## src/design/sbm_pkg.sv

```systemverilog
// shared types and fixed constants of the spectral band meter
package sbm_pkg;

  localparam int MAG_W     = 32;
  localparam int DB_W      = 16;
  localparam int LEVEL_W   = 16;
  localparam int BAND_W    = 8;
  localparam int CFG_W     = 16;
  localparam int RATIO_W   = 14;
  localparam int SLOPE_W   = 16;
  localparam int REG_IDX_W = 1;

  // register indexes of the configuration port
  localparam logic [REG_IDX_W-1:0] REG_THRESHOLD = 1'b0;
  localparam logic [REG_IDX_W-1:0] REG_RATIO     = 1'b1;

  // reset values
  localparam int THRESHOLD_RESET = -5120;
  localparam int RATIO_RESET     = 1024;
  localparam int RATIO_MIN       = 256;
  localparam int SLOPE_RESET     = 65536 - (2**24) / RATIO_RESET;

  // level arithmetic
  localparam int DB_PER_LOG2_Q16 = 394566;
  localparam int FLOOR_DB_Q8     = -30720;
  localparam int RANGE_IN_Q8     = 23040;
  localparam int RANGE_RED_Q8    = 6144;
  localparam int RELEASE_STEP    = 65536 - 57672;

  // range_in = 2^9 * 45, the /45 by reciprocal
  localparam int IN_PRE_SHIFT  = 9;
  localparam int IN_DIV        = 45;
  localparam int IN_MUL_SHIFT  = 29;
  localparam int IN_MUL        = ((2**IN_MUL_SHIFT) + IN_DIV - 1) / IN_DIV;

  // range_red = 2^11 * 3, the /3 by reciprocal
  localparam int RED_PRE_SHIFT = 11;
  localparam int RED_DIV       = 3;
  localparam int RED_MUL_SHIFT = 20;
  localparam int RED_MUL       = ((2**RED_MUL_SHIFT) + RED_DIV - 1) / RED_DIV;

  // sideband that travels with each bin through the level pipeline
  typedef struct packed {
    logic              close;
    logic              last;
    logic [BAND_W-1:0] band;
  } sbm_tag_t;

endpackage

```

## src/design/sbm_slope_div.sv

```systemverilog
// bit-serial divider that turns a ratio write into the reduction slope
module sbm_slope_div (
  input  logic                         clk,
  input  logic                         rst,
  input  logic                         start,
  input  logic [sbm_pkg::RATIO_W-1:0]  divisor,
  output logic                         busy,
  output logic [sbm_pkg::SLOPE_W-1:0]  slope
);

  localparam int STEPS = 25;  // dividend is 2^24

  logic [sbm_pkg::RATIO_W-1:0] dvs;
  logic [14:0]                 rem;
  logic [14:0]                 rem_sh;
  logic [14:0]                 rem_next;
  logic [16:0]                 quo;
  logic [16:0]                 quo_next;
  logic [4:0]                  cnt;
  logic                        qbit;

  always_comb begin
    rem_sh   = {rem[13:0], (cnt == 5'(STEPS - 1))};
    qbit     = (rem_sh >= {1'b0, dvs});
    rem_next = qbit ? (rem_sh - {1'b0, dvs}) : rem_sh;
    quo_next = {quo[15:0], qbit};
  end

  always_ff @(posedge clk) begin
    if (rst) begin
      busy  <= 1'b0;
      cnt   <= '0;
      slope <= sbm_pkg::SLOPE_W'(sbm_pkg::SLOPE_RESET);
    end else if (start) begin
      busy <= 1'b1;
      cnt  <= 5'(STEPS - 1);
    end else if (busy) begin
      cnt <= cnt - 5'd1;
      if (cnt == 5'd0) begin
        busy  <= 1'b0;
        slope <= sbm_pkg::SLOPE_W'(17'h1_0000 - quo_next);
      end
    end
  end

  always_ff @(posedge clk) begin
    if (start) begin
      dvs <= divisor;
      rem <= '0;
      quo <= '0;
    end else if (busy) begin
      rem <= rem_next;
      quo <= quo_next;
    end
  end

endmodule

```

## config.mk

```make
export PLATFORM = sky130hd
export DESIGN_NAME = sbm_slope_div
export DESIGN_NICKNAME = d
export VERILOG_FILES = /design/src/design/sbm_pkg.sv /design/src/design/sbm_slope_div.sv
export SDC_FILE = /design/constraint.sdc
export NUM_CORES = 1
export LEC_CHECK = 0
export ABC_AREA = 1
export BUFFER_PORTS_ARGS = -buffer_cell sky130_fd_sc_hd__buf_4
export CORE_ASPECT_RATIO = 1.5
export CORE_MARGIN = 4
export CORE_UTILIZATION = 50
export CTS_BUF_LIST = sky130_fd_sc_hd__clkbuf_16
export DETAILED_ROUTE_END_ITERATION = 10
export GPL_ROUTABILITY_DRIVEN = 0
export PLACE_DENSITY = 0.71
export SYNTH_ARGS = -nofsm -noshare
export SYNTH_HDL_FRONTEND = slang
export SYNTH_SLANG_ARGS = --single-unit
```

## constraint.sdc

```tcl
create_clock -name clk -period 5.65 [get_ports clk]
set_input_delay 0.565 -clock clk [delete_from_list [all_inputs] [get_ports clk]]
set_output_delay 0.565 -clock clk [all_outputs]
set_load 0.005 [all_outputs]
```

# --- Yosys cells after proc, flatten, opt, wreduce, memory -nomap -nowiden ---
# Index checks and enable logic that the tools add are counted.
totals:
  out_inout_bits: 17
  rom_bits: 0
  word_cells: 23
  latchBits: 0
  ff_bits: 65
  mem_count: 0
  ram_bits: 0
op_classes:
  addsub: 3
  n_mux: 6
  n_lt_le_gt_ge: 1
  n_bitwise: 1
  shifts: 0
  n_div: 0
  n_eq_ne: 1
  reduce_logical: 4
  n_mul: 0
ops:
  columns: ["op", "count"]
  rows:
  - ["subtractor 1 x 16 -> 16 bit, first input constant", 1]
  - ["greater-or-equal comparator 15 x 14 -> 1 bit", 1]
  - ["2-to-1 mux 14 bit", 1]
  - ["subtractor 14 bit", 1]
  - ["2-to-1 mux 5 bit", 2]
  - ["equality test 5 bit, second input constant", 1]
  - ["logical NOT 5 bit", 1]
  - ["subtractor 5 x 1 -> 5 bit, second input constant", 1]
  - ["2-to-1 mux 1 bit", 3]
  - ["AND reduction 3 bit", 1]
  - ["nonzero test 2 bit", 1]
  - ["OR reduction 2 bit", 1]
  - ["inverter 1 bit", 1]

# --- Depth between registers and ports, before layout ---
depth:
  depth_word: 4
  depth_mapped: 18

# --- Worst setup path before layout ---
# No wires, ideal clock.
synth_path:
  path_kind: "register -> register"
  start: "reg cnt[0]"
  end: "reg slope[12] (netlist name)"
  setup_slack_ns: 3.179
  setup_ns: 0.115
  period_less_slack_ns: 2.471
  arrival_ns: 2.356
  path_stages_with_launch: 18
  cell_sequence: "dfxtp_1 > inv_1 > ha_1 > nand4_1 > ha_1 > nand2_1 > inv_1 > nand2_1 > nor2_1 > nand2_1 > nand3_2 > nor2_4 > ha_1 > nand4_1 > nor4_1 > xor2_1 > o21ai_0 > inv_1"
synth_via:
  elab_chain_cells: 3
synth_lines:
  columns: ["item", "line", "text"]
  rows:
  - ["start: declaration", "sbm_slope_div.sv:19", "logic [4:0] cnt;"]
  - ["start signal: assignment", "sbm_slope_div.sv:36", "cnt <= 5'(STEPS - 1);"]
  - ["start signal: assignment", "sbm_slope_div.sv:38", "cnt <= cnt - 5'd1;"]
  - ["equality test 5 bit", "sbm_slope_div.sv:23", "rem_sh = {rem[13:0], (cnt == 5'(STEPS - 1))};"]
  - ["greater-or-equal comparator 15 x 14 -> 1 bit", "sbm_slope_div.sv:24", "qbit = (rem_sh >= {1'b0, dvs});"]
  - ["subtractor 1 x 16 -> 16 bit", "sbm_slope_div.sv:41", "slope <= sbm_pkg::SLOPE_W'(17'h1_0000 - quo_next);"]
  - ["end signal: assignment", "sbm_slope_div.sv:33", "slope <= sbm_pkg::SLOPE_W'(sbm_pkg::SLOPE_RESET);"]
  - ["end signal: assignment", "sbm_slope_div.sv:41", null]
  - ["end: declaration", "sbm_slope_div.sv:8", "output logic [sbm_pkg::SLOPE_W-1:0] slope"]
# Several ways; a longest one is shown, not always the timed one.
# A chain may end at the register's enable or synchronous reset.

# --- Worst setup path after layout ---
layout_path:
  start: "reg cnt[1]"
  end: "reg slope[12] (netlist name)"
# Same word-level chain as after synthesis.

==> metrics.yaml <==
run_status:
  status: "finished clean"
cts:
  h-tree-depth: 3
  clk_pin_slew_ps: 60
  post_cts_buffers: 0
  ctsResizeCount: 0
  cts_root_buffer: "clkbuf_16"
  cts_made_buffers: 9
  cts_tree: "yes"
  cts-hold-fix-buffers: 0
  clock_path_buffers: 2
  clk_latency_ps: 330
  clock_sinks: 65
worst_setup_path:
  startpoint_type: "register"
  crit_arrival_ps: 3050
  critPathTopFamily: "simple AND/OR/NAND/NOR gates"
  crit_chain: "inv_1 > ha_1 > nand4_1 > ha_1 > nand2_1 > inv_1 > nand2_1 > nor2_1 > nand2_1 > nand3_2 > nor2_4 > ha_1 > nand4_1 > nor4_1 > xor2_1 > o21ai_0 > inv_1"
  path_buf_inv: 3
  critPathKind: "reg -> reg"
  cp.required_ps: 5870
  slowest_delay_ps: 340
  critical_path.max_fanout: 10
  cp-end-kind: "register"
  cp_slowest_cell: "ha_1"
route:
  drc: 0
  dr_total_vias: 3161
  avgViaCountPerCell: 5.41
  wl_per_cell_um: 14.2
  drt_pre_antenna_iters: 5
  drt_iter0_drc: 167
  wl_um: 8310
  ant_nets: 0
timing:
  clock.fmax_mhz: 354
  finalHoldWorstSlack_ps: 406
  slew-limit-headroom: 0.395
  rsz0062_at_grt: "no"
  fin_setup_tns_ps: 0
  hold_violations: 0
  setup_violations: 0
  finalCritPeriodShare: 0.500
  tightestPinTransition_ps: 904
  skew_ps: 6.10
  report.final.slew_viol_count: 0
  period_needed_ps: 2820
global_routing:
  grt_busiest_layer: "met2"
  use_met3: 0.0382
  antenna_found_initial: 0
  grt_usage: 0.209
  grt_use_met2: 0.393
  grt_overflow: 0
  grt_max_degree: 27
  use_met1: 0.211
  grt_pass1_wl_um: 14300
  grt_pass1_vias: 3175
synthesis:
  synthDistinctLibCells: 35
  yosys_warnings: 0
  synth_xor_area_frac: 0.0323
  syn_area_sq_um: 3530
  synthTopCellsByCount: "nand2_1, inv_1, dfxtp_1"
  syn_avg_cell_area_sq_um: 7.55
  ys_async_sr_fraction: 0
  syn_inst: 467
  ys.flop_type: "dfxtp_1"
  synth_top_area_share: 0.289
  synthSimpleGateAreaFrac: 0.249
  yosysSeqAreaShare: 0.409
  synth_compound_area_frac: 0.145
  synthTopCellsByArea: "dfxtp_1, edfxtp_1, nand2_1, inv_1, ha_1"
  ys_seq_elements: 65
  synth_edf_count: 14
  yosysTopAreaCell: "dfxtp_1"
  synth_nets: 502
  synth.area.mux_share: 0
  synth_top_family_by_area: "simple AND/OR/NAND/NOR gates"
  post-synth-top-count-cell: "nand2_1"
  synth_fa_ha_area_frac: 0.0660
power:
  p_per_area_nw_per_um2: 276
  ir_drop_uv: 252
  power.leakage_nw: 1.95
floorplanning:
  die-area_sq_um: 8490
  dieWidth_um: 76.6
  rows: 37
  coreArea_sq_um: 6850
  die_h_um: 111
  start_util: 0.515
  io_pins: 34
finish:
  area_growth_pct: 16.0
  fin_nets: 536
  fillCellCount: 623
  drive_above_1_share: 0.148
  insertedDiodeCount: 0
flow_run:
  maxCapViolCount: 0
place:
  portBuffers: 33
  dp_hpwl_um: 6140
min_path:
  hold_class: "in -> reg"
cell type report:
| cell class | count | area [sq um] | area share |
|---|---|---|---|
| Clock buffer | 10 | 250 | 0.0612 |
| Clock inverter | 6 | 31.3 | 0.00765 |
| Inverter | 76 | 285 | 0.0697 |
| Multi-Input combinational cell | 316 | 1740 | 0.425 |
| Sequential cell | 65 | 1440 | 0.352 |
| Tap cell | 78 | 97.6 | 0.0239 |
| Timing Repair Buffer | 33 | 248 | 0.0606 |
power breakdown:
part	internal [W]	switching, W
clock network	0.000318	0.000197
registers	0.000492	0.00000843
logic	0.0000432	0.0000702
total	0.000853	0.000276
worst reg2reg max path, stage by stage (launching register included):
cell,delay (ps)
dfxtp_1,330
inv_1,100
ha_1,170
nand4_1,130
ha_1,340
nand2_1,70
inv_1,40
nand2_1,60
nor2_1,40
nand2_1,70
nand3_2,80
nor2_4,260
ha_1,310
nand4_1,170
nor4_1,250
xor2_1,100
o21ai_0,150
inv_1,50
per-layer routing:
layer  up-vias  part of all wire
li1       1603                 -
met1      1453              0.37
met2        84              0.54
met3        21             0.053
met4         0             0.031
met5         -                 0
layout by cell type (no fill, tap or decap), types with 8 or more instances in the layout:
cell type,count
a21oi_1,23
buf_4,33
clkbuf_16,10
dfxtp_1,51
edfxtp_1,14
ha_1,17
inv_1,73
nand2_1,92
nand2_2,8
nand3_1,21
nand4_1,10
nor2_1,50
o21ai_0,24
o21ai_1,8
o22ai_1,15
state kept, by name, summed over array words and instances, names as in the netlist:
| register | flops |
|---|---|
| cnt | 5 |
| dvs | 14 |
| rem | 14 |
| slope | 16 |
| quo | 15 |
| busy | 1 |
worst paths after layout:
kind,start,cells after the start,slack (ps),end
hold reg to reg,rem[13],2,460,rem[13]
hold / removal,divisor[4],1,410,dvs[4]
setup reg to reg,cnt[1],17,2830,slope[12]
setup / recovery,cnt[1],17,2830,slope[12]
cells by family (layout without fill, tap and decap cells):
kind of cell	count (synthesis)	count (layout)
flops	65	65
simple gates	197	197
compound gates	88	88
fa+ha+maj	18	18
buf+inv	86	125
xor+xnor	13	13
stage by stage:
step                power [W]  utilization  std cells  setup slack (ps)  instance area [sq um]
floorplan            0.000583            -        467              3180                   3530
global placement     0.000621        0.556        568              2930                   3810
detailed placement   0.000624        0.556        568              2830                   3810
CTS                   0.00114        0.597        584              2830                   4090
global route          0.00118        0.597        584              2540                   4090
finish                0.00113        0.597        584              2830                   4090
Note: power is estimated with default switching activity, not from simulation.
